<file path="src/rtl/rcc_pkg.sv">
// ----------------------------------------------------------------------------
// rcc_pkg: shared types and constants of the RGB 3x3 convolution core
// Frame limits, coefficient layout, register indexes and queue entry types.
// ----------------------------------------------------------------------------
package rcc_pkg;

  localparam int MAX_WIDTH   = 1024;
  localparam int MAX_HEIGHT  = 1024;
  localparam int COEFF_BITS  = 8;
  localparam int DIM_BITS    = 11;
  localparam int COL_BITS    = $clog2(MAX_WIDTH);
  localparam int ROW_BITS    = $clog2(MAX_HEIGHT);
  localparam int KROW_BITS   = 24;
  localparam int SHIFT_BITS  = 4;
  localparam int PIX_BITS    = 24;
  localparam int PROD_BITS   = COEFF_BITS + 9;
  localparam int SUM_BITS    = PROD_BITS + 4;
  localparam int QUEUE_DEPTH = 2;

  // Configuration register indexes
  typedef enum logic [2:0] {
    REG_FRAME_WIDTH   = 3'd0,
    REG_FRAME_HEIGHT  = 3'd1,
    REG_KERNEL_TOP    = 3'd2,
    REG_KERNEL_MIDDLE = 3'd3,
    REG_KERNEL_BOTTOM = 3'd4,
    REG_RESULT_SHIFT  = 3'd5
  } reg_idx_t;

  typedef logic [PIX_BITS-1:0] pix_t;

  // Window held as [column][row], column 0 is the left, row 0 the top
  typedef logic [2:0][2:0][PIX_BITS-1:0] win_t;

  // Effective configuration seen by the front and back parts
  typedef struct packed {
    logic [DIM_BITS-1:0]                width;
    logic [DIM_BITS-1:0]                height;
    logic [2:0][KROW_BITS-1:0]          kernel;
    logic [SHIFT_BITS-1:0]              shift;
  } cfg_t;

  // One classified item waiting for the filter
  typedef struct packed {
    win_t win;
    logic emit_a;
    logic emit_b;
    logic drain;
  } q_entry_t;

  // Coefficient k of a kernel row, sign-extended by the caller's use
  function automatic logic signed [COEFF_BITS-1:0] coeff(input logic [KROW_BITS-1:0] krow,
                                                         input int k);
    coeff = krow[k*COEFF_BITS +: COEFF_BITS];
  endfunction

endpackage

</file>
<file path="src/rtl/rcc_queue.sv">
// ----------------------------------------------------------------------------
// rcc_queue: short queue between the front and the filter
// Holds classified windows so that each side can stall on its own.
// ----------------------------------------------------------------------------
module rcc_queue (
  input  logic              clk,
  input  logic              rst_n,
  input  logic              push,
  input  rcc_pkg::q_entry_t push_data,
  output logic              full,
  input  logic              pop,
  output logic              not_empty,
  output rcc_pkg::q_entry_t head
);
  import rcc_pkg::*;

  localparam int PTR_BITS = $clog2(QUEUE_DEPTH);

  q_entry_t            mem_r [QUEUE_DEPTH];
  logic [PTR_BITS-1:0] wr_ptr_r, rd_ptr_r;
  logic [PTR_BITS:0]   count_r;

  assign full      = (count_r == (PTR_BITS+1)'(QUEUE_DEPTH));
  assign not_empty = (count_r != '0);
  assign head      = mem_r[rd_ptr_r];

  // Pointers and fill count.
  always_ff @(posedge clk) begin
    if (!rst_n) begin
      wr_ptr_r <= '0;
      rd_ptr_r <= '0;
      count_r  <= '0;
    end else begin
      if (push) begin
        wr_ptr_r <= (wr_ptr_r == PTR_BITS'(QUEUE_DEPTH-1)) ? '0 : wr_ptr_r + PTR_BITS'(1);
      end
      if (pop) begin
        rd_ptr_r <= (rd_ptr_r == PTR_BITS'(QUEUE_DEPTH-1)) ? '0 : rd_ptr_r + PTR_BITS'(1);
      end
      count_r <= count_r + (PTR_BITS+1)'(push) - (PTR_BITS+1)'(pop);
    end
  end

  // Entry storage.
  always_ff @(posedge clk) begin
    if (push) begin
      mem_r[wr_ptr_r] <= push_data;
    end
  end

endmodule

</file>
<file path="config.mk">
export PLATFORM = sky130hd
export DESIGN_NAME = rcc_queue
export DESIGN_NICKNAME = d
export VERILOG_FILES = /design/src/rtl/rcc_pkg.sv /design/src/rtl/rcc_queue.sv
export SDC_FILE = /design/constraint.sdc
export NUM_CORES = 1
export LEC_CHECK = 0
export BUFFER_PORTS_ARGS = -buffer_cell sky130_fd_sc_hd__buf_2
export CORE_UTILIZATION = 52
export DETAILED_ROUTE_END_ITERATION = 6
export GPL_TIMING_DRIVEN = 1
export PLACE_DENSITY = 0.79
export SLEW_MARGIN = 10
export SYNTH_ARGS = -nofsm -noshare
export SYNTH_HDL_FRONTEND = slang
export SYNTH_SLANG_ARGS = --single-unit
export TNS_END_PERCENT = 5
</file>
<file path="constraint.sdc">
create_clock -name clk -period 14 [get_ports clk]
set_input_delay 0.7 -clock clk [delete_from_list [all_inputs] [get_ports clk]]
set_output_delay 0.7 -clock clk [all_outputs]
set_load 0.02 [all_outputs]
</file>
Yosys cells after proc, flatten, opt, wreduce, memory -nomap -nowiden
Memory sizes are Yosys's and may differ from the RTL's. A register that Yosys moved wholly into a read port is not among the register bits.
Cells that the tools add are included.
{"block": "totals", "register_bits": 4, "latchBits": 0, "ramBits": 438, "mem_bits_ro": 0, "input_bits": 223, "out_inout_bits": 221, "wordCells": 16, "mem_count": 1}
{"name": "mem_r", "depth": 2, "width": 219, "rd": 1, "rd_clocked_by_memory_dff": 1, "write_ports": 1, "line_no": "rcc_queue.sv:19", "rtl": "q_entry_t mem_r [QUEUE_DEPTH];"}
{"block": "classes", "add_sub_neg": 4, "multipliers": 0, "div_mod_pow": 0, "order_cmp": 0, "eq_ne": 1, "shift": 0, "n_mux": 6, "bitwise": 0, "reduce_logical": 1}
{"op": "two-way mux 1 bit", "n": 6}
{"op": "adder 1 bit, second input constant", "n": 2}
{"op": "adder 2 x 1 -> 2 bit", "n": 1}
{"op": "equality test 2 bit, second input constant", "n": 1}
{"op": "nonzero test 2 bit", "n": 1}
{"op": "subtractor 2 x 1 -> 2 bit", "n": 1}

Logic depth before layout (Yosys ltp)
{"block": "depth", "depth_word": 4, "depth_mapped": 6}

Worst setup path after synthesis
OpenSTA, ideal clock, no wires.
{"block": "synth_timing", "path_type": "input -> register", "from": "in push", "to": "reg wr_ptr_r", "arrival_ps": 10916, "required_time_ps": 13897, "slack_ps": 2981, "path_stages": 2, "n_path_buf": 0, "path_cell_list": "nor2b_1 > o21a_1"}
{"element": "start: declaration", "line_no": "rcc_queue.sv:8", "rtl": "input logic push,"}
{"element": "end signal: assignment", "line_no": "rcc_queue.sv:35", "rtl": "wr_ptr_r <= (wr_ptr_r == PTR_BITS'(QUEUE_DEPTH-1)) ? '0 : wr_ptr_r + PTR_BITS'(1);"}
{"element": "end: declaration", "line_no": "rcc_queue.sv:20", "rtl": "logic [PTR_BITS-1:0] wr_ptr_r, rd_ptr_r;"}

==> flow_metrics.tcl <==
set metrics [dict create \
    drt_pass1_iterations 4 \
    hold_violations 0 \
    syn_inst 702 \
    status "finished, final reports clean" \
    antenna_found_initial 10 \
    worstPathArrival_ps 3150 \
    cp-end-kind "output pin" \
    drc 0 \
    io_buffers 443 \
    root_buffer "clkbuf_16" \
    grt_pass1_wl_mm 45.0 \
    cp.required_ps 13300 \
    post_dp_cell_area_mm2 0.0186 \
    synth-seq-area-share 0.820 \
    cts_made_buffers 44 \
    yosysWarningCount 0 \
    cts_hold_buf 0 \
    holdWs_ps 370 \
    max_cap_violations 0 \
    stdcell_area_mm2 0.0199 \
    worst_pin_slew_ps 1160 \
    slew_violations 0 \
    ctsResizeCount 0 \
    area_delta_synth_final_pct 23.3 \
    setup_viol 0 \
    start_util 0.529 \
    layout_common_cells "443 x buf_2, 438 x edfxtp_1, 219 x mux2_2" \
    path_clk_slew_ps 60 \
    critical_path_class "register to output pin" \
    period_needed_ps 3850 \
    grt_pass1_vias 8359 \
    cts_setup_buffers 0 \
    drt-vias-per-instance 5.11 \
    antenna_left 0 \
    syn-mean-instance-area_um2 23.0 \
    cp_cell_sequence "buf_4 -> mux2_2 -> buf_2" \
    setup_tns_ps 0 \
    min_period_over_period 0.275 \
    grt_max_degree 85 \
    clock_skew_ps 15.1 \
    htree_levels 2 \
    yosys.cell_types.count 13 \
    track_usage 0.190 \
    synth_top_area_frac 0.813 \
    numPlacedInstances 1524 \
    rsz0062_at_grt "no" \
    ys_seq_elements 443 \
    io-pin-count 444 \
    final_layout_size_suffix_gt1_frac 0.604 \
    power_leakage_uw 0.00746 \
    cts_tree "built" \
    nets 1399 \
    vias 8220 \
    grt-ovfl-total 0 \
    yosysTopAreaCell "edfxtp_1" \
    fmax_mhz 260 \
    wl_mm 32.4 \
    wire_per_inst_um 20.1 \
    coreArea_mm2 0.0306 \
    row_count 64 \
    vdd_drop_max_mv 0.106 \
    place_hpwl_mm 21.5 \
    drt_iter0_markers 436 \
    final_cells 1610 \
    die_height_um 178 \
    final_common_cell "buf_2" \
    syn_area_mm2 0.0162 \
    slowest_delay_ps 1110 \
    clkSinkCount 443 \
    start_kind "register" \
    die_area_mm2 0.0318 \
    yosys-top-cells-area "edfxtp_1 81%, mux2_2 15%, clkbuf_8 1.8%" \
    cp_max_fo 84 \
    hp-class "primary input to register" \
    die_w_um 178 \
    p_per_area_mw_per_mm2 148 \
    cts_max_path_buffers 3 \
    syn_nets 927 \
    insertion_delay_ps 520 \
    gp_congestion 0.798 \
    slowest_stage "dfxtp_4" \
    slew-limit-headroom 0.230 \
]
## sequential cells by signal, summed over array words and instances (netlist names), named ones only
| name | cells |
|---|---|
| rd_ptr_r | 1 |
| wr_ptr_r | 1 |
| mem_r | 438 |
| count_r | 2 |
## worst max-delay path: cells and delay by family, from the launching register on
kind / cells / cell delay (ps)
multiplexers: 1 / 440
buffers and inverters: 2 / 990
flip-flops: 1 / 1110
## cells in the mapped netlist
| cell type | number |
|---|---|
| inv_1 | 2 |
| xnor3_1 | 1 |
| or2_2 | 1 |
| xor2_1 | 1 |
| dfxtp_1 | 5 |
| clkbuf_8 | 21 |
| nor2b_1 | 4 |
| mux2_2 | 219 |
| buf_6 | 3 |
| and2_1 | 4 |
| edfxtp_1 | 438 |
| ha_1 | 2 |
| o21a_1 | 1 |
## layout make-up
type / count / area (um2)
Antenna cell: 9 / 22.5
Clock buffer: 60 / 1180
Clock inverter: 17 / 105
Fill cell: 2075 / 10700
Inverter: 2 / 7.51
Multi-Input combinational cell: 233 / 2600
Sequential cell: 443 / 13300
Tap cell: 396 / 495
Timing Repair Buffer: 450 / 2270
## metrics by stage
step	total power (uW)	util	setup WS, ps
after global placement	1920	0.609	10630
after floorplan	1820	-	2980
after global routing	3050	0.651	9950
after CTS	2980	0.651	10090
after detailed placement	1930	0.609	10640
final	2950	0.652	10150
## logic make-up after synthesis
family,Yosys count,share of synthesized area
AOI/OAI and AO/OA,1,0.000464
xor gates and xnor gates,2,0.00193
adders and majority gates,2,0.00155
buffers and inverters,26,0.0204
DFF,443,0.820
muxes,219,0.153
and+or+nand+nor,9,0.00348
## power by group
group	switching (uW)	internal (uW)
combinational	198	138
sequential	25.6	1540
clock	445	608
total	669	2280
## routing by layer
layer / global-route usage / vias up / wire, um
li1: - / 3759 / -
met1: 0.211 / 4042 / 11700
met2: 0.340 / 348 / 17000
met3: 0.0582 / 65 / 2720
met4: 0.0706 / 6 / 946
met5: 0 / - / 39
## worst paths after layout
path,from,endpoint,slack (ps),cells after the start
hold / removal,push_data[57],mem_r[0][57],370,1
setup reg to reg,wr_ptr_r,mem_r[1][168],11380,2
setup / recovery,register,head[57],10150,3
hold reg to reg,rd_ptr_r,register,570,2
Power figures use the tool's default switching activity.
